===== src/design/lci_pkg.sv =====
// Shared types and constants for the level crossing interpolator.
package lci_pkg;

  localparam int COORD_W   = 32;
  localparam int ID_W      = 8;
  localparam int IDX_W     = 16;
  localparam int DIV_STEPS = 32;
  localparam int DIV_CNT_W = $clog2(DIV_STEPS);

  localparam logic [0:0] REG_LEVEL  = 1'b0;
  localparam logic [0:0] REG_INTERP = 1'b1;

  typedef struct packed {
    logic accept;
    logic eval;
    logic mul;
    logic div_step;
    logic load_out;
  } lci_cmd_t;

  typedef struct packed {
    logic hit;
    logic need_div;
  } lci_status_t;

endpackage


===== src/design/lci_ctrl.sv =====
// Controller state machine for the level crossing interpolator.
module lci_ctrl
  import lci_pkg::*;
(
  input  logic        clk,
  input  logic        rst,
  input  logic        in_valid,
  output logic        in_stall,
  output logic        out_valid,
  input  logic        out_stall,
  input  lci_status_t status,
  output lci_cmd_t    cmd
);

  typedef enum logic [2:0] {
    S_IDLE,
    S_EVAL,
    S_MUL,
    S_DIV,
    S_WRITE
  } state_t;

  state_t               state;
  logic [DIV_CNT_W-1:0] step;
  logic                 out_free;

  assign in_stall = (state != S_IDLE);
  assign out_free = !out_valid || !out_stall;

  always_comb begin
    cmd          = '0;
    cmd.accept   = (state == S_IDLE) && in_valid;
    cmd.eval     = (state == S_EVAL);
    cmd.mul      = (state == S_MUL);
    cmd.div_step = (state == S_DIV);
    cmd.load_out = (state == S_WRITE) && out_free;
  end

  always_ff @(posedge clk) begin
    if (rst) begin
      state     <= S_IDLE;
      step      <= '0;
      out_valid <= 1'b0;
    end else begin
      priority if (cmd.load_out) begin
        out_valid <= 1'b1;
      end else if (out_valid && !out_stall) begin
        out_valid <= 1'b0;
      end
      unique case (state)
        S_IDLE: begin
          if (in_valid) begin
            state <= S_EVAL;
          end
        end
        S_EVAL: begin
          priority if (!status.hit) begin
            state <= S_IDLE;
          end else if (status.need_div) begin
            state <= S_MUL;
          end else begin
            state <= S_WRITE;
          end
        end
        S_MUL: begin
          step  <= '0;
          state <= S_DIV;
        end
        S_DIV: begin
          step <= step + 1'b1;
          if (step == DIV_CNT_W'(DIV_STEPS - 1)) begin
            state <= S_WRITE;
          end
        end
        S_WRITE: begin
          if (out_free) begin
            state <= S_IDLE;
          end
        end
        default: state <= S_IDLE;
      endcase
    end
  end

endmodule


===== src/design/lci_dp.sv =====
// Datapath: sample history, bracket test, multiplier and restoring divider.
module lci_dp
  import lci_pkg::*;
#(
  parameter int COUNT_WIDTH = 16
) (
  input  logic                      clk,
  input  logic                      rst,
  input  lci_cmd_t                  cmd,
  output lci_status_t               status,
  input  logic                      cfg_we,
  input  logic [0:0]                cfg_index,
  input  logic [COORD_W-1:0]        cfg_data,
  input  logic                      curve_start,
  input  logic [ID_W-1:0]           curve_id,
  input  logic signed [COORD_W-1:0] sample_x,
  input  logic signed [COORD_W-1:0] sample_y,
  output logic [ID_W-1:0]           hit_curve,
  output logic [IDX_W-1:0]          segment_index,
  output logic signed [COORD_W-1:0] crossing_x,
  output logic signed [COORD_W-1:0] crossing_y
);

  logic signed [COORD_W-1:0] level;
  logic                      interp;
  logic signed [COORD_W-1:0] prev_x;
  logic signed [COORD_W-1:0] prev_y;
  logic                      prev_valid;
  logic [COUNT_WIDTH-1:0]    count;
  logic [COUNT_WIDTH-1:0]    count_eff;
  logic [IDX_W-1:0]          idx_now;

  logic signed [COORD_W-1:0] x1, y1, x2, y2;
  logic [ID_W-1:0]           id;
  logic [IDX_W-1:0]          idx;
  logic                      pair_ok;

  logic signed [COORD_W:0]   num, dx, dy, d1, d2;
  logic [COORD_W:0]          num_mag, dx_mag, dy_mag, d1_mag, d2_mag;

  logic [COORD_W-1:0]        mn, mdx, md;
  logic                      neg;
  logic                      pick_first;
  logic                      use_interp;
  logic [2*COORD_W-1:0]      prod;
  logic [COORD_W-1:0]        rem;
  logic [COORD_W-1:0]        dvd;
  logic [COORD_W:0]          trial;
  logic [COORD_W:0]          trial_diff;

  // Segment test on the held pair
  assign num = COORD_W'(0) + ({level[COORD_W-1], level} - {y1[COORD_W-1], y1});
  assign dx  = {x2[COORD_W-1], x2} - {x1[COORD_W-1], x1};
  assign dy  = {y2[COORD_W-1], y2} - {y1[COORD_W-1], y1};
  assign d1  = {y1[COORD_W-1], y1} - {level[COORD_W-1], level};
  assign d2  = {y2[COORD_W-1], y2} - {level[COORD_W-1], level};

  assign num_mag = num[COORD_W] ? -num : num;
  assign dx_mag  = dx[COORD_W]  ? -dx  : dx;
  assign dy_mag  = dy[COORD_W]  ? -dy  : dy;
  assign d1_mag  = d1[COORD_W]  ? -d1  : d1;
  assign d2_mag  = d2[COORD_W]  ? -d2  : d2;

  assign status.hit = pair_ok &&
                      (((y1 <= level) && (level <= y2)) || ((y2 <= level) && (level <= y1)));
  assign status.need_div = interp && (y1 != y2);

  // Index of the incoming sample within its curve
  assign count_eff = curve_start ? '0 : count;

  if (COUNT_WIDTH > IDX_W) begin : g_clamp
    assign idx_now = (|count_eff[COUNT_WIDTH-1:IDX_W]) ? '1 : count_eff[IDX_W-1:0];
  end else begin : g_extend
    assign idx_now = IDX_W'(count_eff);
  end

  assign prod       = mn * mdx;
  assign trial      = {rem, dvd[COORD_W-1]};
  assign trial_diff = trial - {1'b0, md};

  always_ff @(posedge clk) begin
    if (rst) begin
      level      <= '0;
      interp     <= 1'b0;
      prev_x     <= '0;
      prev_y     <= '0;
      prev_valid <= 1'b0;
      count      <= '0;
    end else begin
      if (cfg_we) begin
        unique case (cfg_index)
          REG_LEVEL:  level  <= cfg_data;
          REG_INTERP: interp <= cfg_data[0];
          default:    ;
        endcase
      end
      if (cmd.accept) begin
        prev_x     <= sample_x;
        prev_y     <= sample_y;
        prev_valid <= 1'b1;
        count      <= (&count_eff) ? count_eff : count_eff + 1'b1;
      end
    end
  end

  always_ff @(posedge clk) begin
    if (cmd.accept) begin
      x1      <= prev_x;
      y1      <= prev_y;
      x2      <= sample_x;
      y2      <= sample_y;
      id      <= curve_id;
      idx     <= idx_now;
      pair_ok <= prev_valid && !curve_start;
    end
    if (cmd.eval) begin
      mn         <= num_mag[COORD_W-1:0];
      mdx        <= dx_mag[COORD_W-1:0];
      md         <= dy_mag[COORD_W-1:0];
      neg        <= num[COORD_W] ^ dx[COORD_W] ^ dy[COORD_W];
      pick_first <= d1_mag < d2_mag;
      use_interp <= status.need_div;
    end
    if (cmd.mul) begin
      rem <= prod[2*COORD_W-1:COORD_W];
      dvd <= prod[COORD_W-1:0];
    end
    if (cmd.div_step) begin
      if (!trial_diff[COORD_W]) begin
        rem <= trial_diff[COORD_W-1:0];
        dvd <= {dvd[COORD_W-2:0], 1'b1};
      end else begin
        rem <= trial[COORD_W-1:0];
        dvd <= {dvd[COORD_W-2:0], 1'b0};
      end
    end
    if (cmd.load_out) begin
      hit_curve     <= id;
      segment_index <= idx;
      priority if (use_interp) begin
        crossing_x <= neg ? x1 - dvd : x1 + dvd;
        crossing_y <= level;
      end else if (pick_first) begin
        crossing_x <= x1;
        crossing_y <= y1;
      end else begin
        crossing_x <= x2;
        crossing_y <= y2;
      end
    end
  end

endmodule


===== src/design/level_crossing_interpolator.sv =====
// Top level of the level crossing interpolator.
//
//  channel  direction  handshake           payload
//  in       sink       in_valid/in_stall   curve_start, curve_id, sample_x, sample_y
//  out      source     out_valid/out_stall hit_curve, segment_index, crossing_x, crossing_y
//  cfg      sink       cfg_we              cfg_index, cfg_data
//
//  A sample with no crossing ends after evaluation; a nearest-sample crossing is then
//  written; an interpolated one first runs the multiply and 32-step restoring divider.
//  One sample is worked at a time; the output register frees the input side.
//  A stalled result holds the block in its write step until the transfer.
//  rst is synchronous and clears history, count and configuration.
module level_crossing_interpolator
  import lci_pkg::*;
#(
  parameter int COUNT_WIDTH = 16
) (
  input  logic                      clk,
  input  logic                      rst,
  input  logic                      in_valid,
  output logic                      in_stall,
  input  logic                      curve_start,
  input  logic [ID_W-1:0]           curve_id,
  input  logic signed [COORD_W-1:0] sample_x,
  input  logic signed [COORD_W-1:0] sample_y,
  output logic                      out_valid,
  input  logic                      out_stall,
  output logic [ID_W-1:0]           hit_curve,
  output logic [IDX_W-1:0]          segment_index,
  output logic signed [COORD_W-1:0] crossing_x,
  output logic signed [COORD_W-1:0] crossing_y,
  input  logic                      cfg_we,
  input  logic [0:0]                cfg_index,
  input  logic [COORD_W-1:0]        cfg_data
);

  lci_cmd_t    cmd;
  lci_status_t status;

  lci_ctrl u_ctrl (
    .clk       (clk),
    .rst       (rst),
    .in_valid  (in_valid),
    .in_stall  (in_stall),
    .out_valid (out_valid),
    .out_stall (out_stall),
    .status    (status),
    .cmd       (cmd)
  );

  lci_dp #(
    .COUNT_WIDTH (COUNT_WIDTH)
  ) u_dp (
    .clk           (clk),
    .rst           (rst),
    .cmd           (cmd),
    .status        (status),
    .cfg_we        (cfg_we),
    .cfg_index     (cfg_index),
    .cfg_data      (cfg_data),
    .curve_start   (curve_start),
    .curve_id      (curve_id),
    .sample_x      (sample_x),
    .sample_y      (sample_y),
    .hit_curve     (hit_curve),
    .segment_index (segment_index),
    .crossing_x    (crossing_x),
    .crossing_y    (crossing_y)
  );

endmodule

===== config.mk =====
export PLATFORM = sky130hd
export DESIGN_NAME = level_crossing_interpolator
export DESIGN_NICKNAME = d
export VERILOG_FILES = /design/src/design/lci_pkg.sv /design/src/design/lci_ctrl.sv /design/src/design/lci_dp.sv /design/src/design/level_crossing_interpolator.sv
export SDC_FILE = /design/constraint.sdc
export NUM_CORES = 2
export LEC_CHECK = 0
export ABC_CLOCK_PERIOD_IN_PS = 27300
export BUFFER_PORTS_ARGS = -buffer_cell sky130_fd_sc_hd__buf_2
export CORE_ASPECT_RATIO = 0.5
export CORE_MARGIN = 2
export CORE_UTILIZATION = 63
export CTS_BUF_LIST = sky130_fd_sc_hd__clkbuf_4 sky130_fd_sc_hd__clkbuf_8 sky130_fd_sc_hd__clkbuf_16
export CTS_CLUSTER_DIAMETER = 100
export DETAILED_ROUTE_END_ITERATION = 12
export GPL_TIMING_DRIVEN = 0
export PLACE_DENSITY_LB_ADDON = 0.12
export SYNTH_ARGS = -nofsm -noshare
export SYNTH_HDL_FRONTEND = slang
export SYNTH_HIERARCHICAL = 1
export SYNTH_SLANG_ARGS = --single-unit
export TNS_END_PERCENT = 50

===== constraint.sdc =====
create_clock -name clk -period 27.3 [get_ports clk]
set_input_delay 4.095 -clock clk [delete_from_list [all_inputs] [get_ports clk]]
set_output_delay 4.095 -clock clk [all_outputs]
set_load 0.05 [all_outputs]

======== Word-level counts from Yosys, hierarchy flattened ========
Index checks and enable logic that the tools add are counted.
word-level totals
  logic and storage cells ................. 109
  output and inout port bits .............. 90
  register bits after elaboration ......... 527
  input bits .............................. 111
cells by class
  magnitude comparators ................... 5
  reduce and logical (&&, ||, !) cells .... 21
  mux-type cells .......................... 27
  multiply operators ...................... 1
  add/sub/neg operators ................... 15
  bitwise gates (word level) .............. 3
  equality and inequality tests ........... 9
operators with widths
  operator                 number
  $mux W32                 13
  $sub A32 B32 Y33         5
  $le A32 B32 Y1           4
  $neg A32 Y32             3
  $mux W33                 2
  $neg A33 Y33             2
  $mul A32 B32 Y64         1
  $lt A33 B33 Y1           1
  $sub A33 B32 Y33         1
  $add A32 B32 Y32         1
  $mux W16                 2
  $ne A32 B32 Y1           1
  $sub A32 B32 Y32         1
  $add A16 B1 Y16 const B  1
  $reduce_and A16 Y1       1
  $mux W3                  5
  $pmux W3 S5              1
  $pmux W5 S2              1
  $logic_and A1 B1 Y1      8
  $eq A3 B2 Y1 const B     2
  $add A5 B1 Y5 const B    1
  $eq A5 B5 Y1 const B     1
  $ne A2 B1 Y1 const B     2
  $reduce_and A2 Y1        2
  other kinds (12)         19

======== Longest topological paths before layout ========
  depth after elaboration ................. 6
  mapped depth ............................ 29
  gate-level depth less buffers ........... 27

======== Cells and area by module ========
The synthesis kept the hierarchy.
by module, submodules not included
  module    area each (um^2)  cells an instance  sequential area each (um^2)  instances
  lci_dp    69118.8           7493               14413.8                      1
  lci_ctrl  476.7             55                 180.2                        1

======== Worst setup path before layout ========
Ideal clock, no wire load.
  kind .................................... input port to flip-flop
  start ................................... input in_valid
  end ..................................... register u_dp.count[15]
  required time ........................... 27.172 ns
  arrival time ............................ 16.413 ns
  stages .................................. 12
  setup slack ............................. 10.759 ns
  cells stage by stage .................... nand2b_1 -> nor3_1 -> clkbuf_1 -> a21boi_1 -> and4_1 -> and3_1 -> clkbuf_1 -> nand3_1 -> nor2_1 -> nand4_1 -> xnor2_1 -> nor2_1
RTL lines
  element                 line                               RTL
  start: declaration      level_crossing_interpolator.sv:20  input logic in_valid,
  end signal: assignment  lci_dp.sv:101                      count <= (&count_eff) ? count_eff : count_eff + 1'b1;
  end: declaration        lci_dp.sv:29                       logic [COUNT_WIDTH-1:0] count;

======== Worst setup path in the final report ========
  start ................................... register u_dp.mn[23]
  end ..................................... register u_dp.rem[30] (data pin)
on the way
  cells in the longest elaborated chain, start to end .. 3
ends and longest elaborated chain
  element                   line           RTL
  start: declaration        lci_dp.sv:41   logic [COORD_W-1:0] mn, mdx, md;
  start signal: assignment  lci_dp.sv:117  mn <= num_mag[COORD_W-1:0];
  $mul A32 B32 Y64          lci_dp.sv:77   assign prod = mn * mdx;
  $mux W32                  lci_dp.sv:124  if (cmd.mul) begin
  $mux W32                  lci_dp.sv:128  if (cmd.div_step) begin
  end signal: assignment    lci_dp.sv:125  rem <= prod[2*COORD_W-1:COORD_W];
  end signal: assignment    lci_dp.sv:130  rem <= trial_diff[COORD_W-1:0];
  end signal: assignment    lci_dp.sv:133  rem <= trial[COORD_W-1:0];
  end: declaration          lci_dp.sv:46   logic [COORD_W-1:0] rem;
No other way between the ends. The select of a mux whose other input is x is not followed.
A chain may end at the register's enable or synchronous reset.

==> reports/metrics.yaml <==
grt_setup_unrepaired: "false"
die_w_um: 474
worstSetupStartpoint: "u_dp/mn[23]"
seqCellArea_um2: 14600
synth_top_family_by_area: "adder cells"
violations: "max-capacitance violations, max-slew violations"
yosysWarningCount: 6
critPathRequiredTime_ns: 27.63
hold_viol: 0
critPathLaunchType: "flip-flop"
synth_fa_ha_area_share_pct: 35.5
finalCritPeriodShare_pct: 38.4
grt_pass1_vias: 55256
syn_nets: 9090
globalRouteTotalUtil_pct: 42.0
slew-limit-headroom_pct: -3.25
grt.overflow.total: 0
synth_xor_area_share_pct: 5.26
drv_slew: 12
postPlaceCellArea_um2: 72800
dp.final_hpwl_um: 193000
reg2reg_depth: 24
avgSynthCellArea_um2: 9.22
yosys.area_share.simple_pct: 16.3
drtAntennaViolNets: 0
synth_cells: 7548
synth_mux_area_share_pct: 2.53
drt-total-wl_um: 235000
wl_per_cell_um: 25.1
synth_sequential_area_ratio_pct: 21.0
drt_iter0_markers: 6140
io_buffers: 198
die_h_um: 239
antenna_found_initial: 14
worstMarginPinSlew_ns: 1.55
via_per_inst: 6.09
synth_compound_area_share_pct: 11.7
cts_made_buffers: 52
cp-end-kind: "flip-flop"
cts_buffer_depth: 3
start_util_pct: 63.3
gp_congestion: 1.11
cp_data_arrival_time_ns: 10.81
vias: 57114
cts_hold_buf: 0
grt_max_degree: 65
ys_types: 107
max-cap-violations: 1
synth_edf_count: 404
path_clk_slew_ns: 0.07
tns_ns: 0
grt_first_pass_wirelength_um: 351000
drc: 0
cp_max_fo: 11
worstSetupPathType: "reg -> reg"
area_growth_pct: 7.34
drt_first_pass_iters: 6
nets: 9368
fin_area_um2: 74700
holdCritPathClass: "reg -> reg"
netlist_area_um2: 69600
hold_start: "u_dp/id[7]"
core_um2: 110000
fmax_mhz: 95.4
synthArstFlopShare_pct: 0
skew_ns: 0.0481
rr_startpoint: "u_dp/mn[23]"
clkLatencyLatePin_ns: 0.66
drive_above_1_share_pct: 5.25
fin_crit_ns: 10.48
fill_cells: 9086
ctsResizeCount: 0
setup_viol: 0
cts_setup_buffers: 0
status: "finished, violations left"
htreeDepth: 2
hold_path_depth: 0
synth_seq_cells: 527
multi_input_area_um2: 49600
num_rows: 86
ios: 201
design.die.area_um2: 113000
cts_tree: "built"
cts-root-buf: "clkbuf_16"
ys.flop_type: "edfxtp_1"
cts.sinks: 527
[path summary, 6_finish.rpt]
path | endpoint | slack (ns)
worst max-delay path | u_dp/rem[30] | 16.82
worst min-delay path | u_dp/hit_curve[7] | 0.42
worst max register to register | u_dp/rem[30] | 16.82
worst min register to register | u_dp/hit_curve[7] | 0.42
[Yosys cell counts (9+ instances only)]
| library cell | count | area share, % |
|---|---|---|
| a2111oi_0 | 9 | 0.11 |
| a211o_1 | 12 | 0.15 |
| a211oi_1 | 39 | 0.42 |
| a21o_1 | 144 | 1.6 |
| a21oi_1 | 402 | 2.9 |
| a31oi_1 | 54 | 0.49 |
| a41oi_1 | 9 | 0.11 |
| and2_1 | 615 | 5.5 |
| and3_1 | 46 | 0.41 |
| buf_1 | 22 | 0.12 |
| clkbuf_1 | 329 | 1.8 |
| dfxtp_1 | 123 | 3.5 |
| edfxtp_1 | 404 | 17 |
| fa_1 | 903 | 26 |
| ha_1 | 528 | 9.5 |
| inv_1 | 1074 | 5.8 |
| mux2_2 | 12 | 0.19 |
| mux2i_1 | 161 | 2.3 |
| nand2_1 | 830 | 4.5 |
| nand2b_1 | 37 | 0.33 |
| nand3_1 | 88 | 0.63 |
| nand4_1 | 55 | 0.49 |
| nor2_1 | 332 | 1.8 |
| nor2b_1 | 51 | 0.46 |
| nor3_1 | 71 | 0.51 |
| nor3b_1 | 12 | 0.13 |
| nor4_1 | 29 | 0.26 |
| o2111ai_1 | 13 | 0.16 |
| o211ai_1 | 43 | 0.46 |
| o21a_1 | 38 | 0.41 |
| o21ai_0 | 297 | 2.1 |
| o21ai_1 | 15 | 0.11 |
| o21bai_1 | 48 | 0.52 |
| o221ai_1 | 9 | 0.11 |
| o31ai_1 | 26 | 0.28 |
| or2_2 | 16 | 0.14 |
| or3_1 | 31 | 0.28 |
| or4_1 | 11 | 0.12 |
| xnor2_1 | 267 | 3.4 |
| xor2_1 | 151 | 1.9 |
[cell families after synthesis]
family / count (synthesis)
buf+inv: 1437
xor+xnor: 418
simple gates: 2275
fa+ha+maj: 1431
mux: 174
flops: 527
compound gates: 1286
[worst max-delay path: stages, from the launching register on]
cell	delay, ns
edfxtp_1	0.62
clkbuf_1	1.17
nand2_1	0.19
fa_1	0.57
fa_1	0.55
fa_1	0.48
fa_1	0.56
inv_1	0.06
fa_1	0.44
fa_1	0.45
fa_1	0.53
inv_1	0.05
fa_1	0.76
inv_1	0.10
ha_1	0.29
clkbuf_1	0.34
nand4_1	0.27
nor4_1	0.93
o2111ai_1	0.71
nand3_1	0.30
o21bai_1	0.17
o2111ai_1	0.24
a21oi_1	0.10
xor2_1	0.16
mux2i_1	0.09
[area by class of cell]
class                           count  share of cell area [%]
Inverter                         1074                    5.40
Sequential cell                   527                    19.5
Clock inverter                     33                   0.556
Antenna cell                       15                  0.0502
Timing Repair Buffer              224                    1.75
Tap cell                         1496                    2.51
Clock buffer                       65                    1.93
Buffer                            363                    1.87
Multi-Input combinational cell   5584                    66.4
[stage by stage]
stage               setup slack, ns  util (%)  std cells  hold WS (ns)
global placement               5.05      66.0       9242         0.401
finish                        16.82      68.0       9381         0.419
detailed placement            17.38      66.3       9268         0.405
floorplan                     10.76         -       7548         0.400
global route                  16.69      68.0       9368         0.422
CTS                           17.24      68.0       9366         0.409
[metal layers]
metal / GRT usage [%] / vias up / part of all wire [%]
met4: 17.3 / 2 / 5.1
met2: 60.4 / 3128 / 41
met5: 0 / - / 0.0051
met1: 57.5 / 28092 / 40
met3: 15.1 / 549 / 14
li1: - / 25343 / -
[cell usage in the layout, fill, tap and decap left out, types with 13 or more instances in the layout]
cell type	count
nor2_1	332
diode_2	15
nand2b_1	37
inv_1	1074
xor2_1	151
a31oi_1	54
o31ai_1	26
or3_1	31
fa_1	903
o21ai_0	297
o2111ai_1	13
and2_1	615
xnor2_1	267
o21bai_1	48
a21o_1	144
dfxtp_1	123
o21ai_1	15
and3_1	46
a21oi_1	401
nand4_1	55
nand3_1	88
buf_6	21
nor4_1	29
o211ai_1	43
buf_1	21
clkbuf_16	53
clkbuf_1	329
or2_2	15
mux2i_1	161
nand2_1	830
buf_2	206
o21a_1	38
edfxtp_1	404
nor3_1	70
nor2b_1	51
a211oi_1	39
ha_1	528
Power is left out: the tool's default activity adds up to more than one toggle a clock period on the data nets, which glitch-free logic cannot reach.
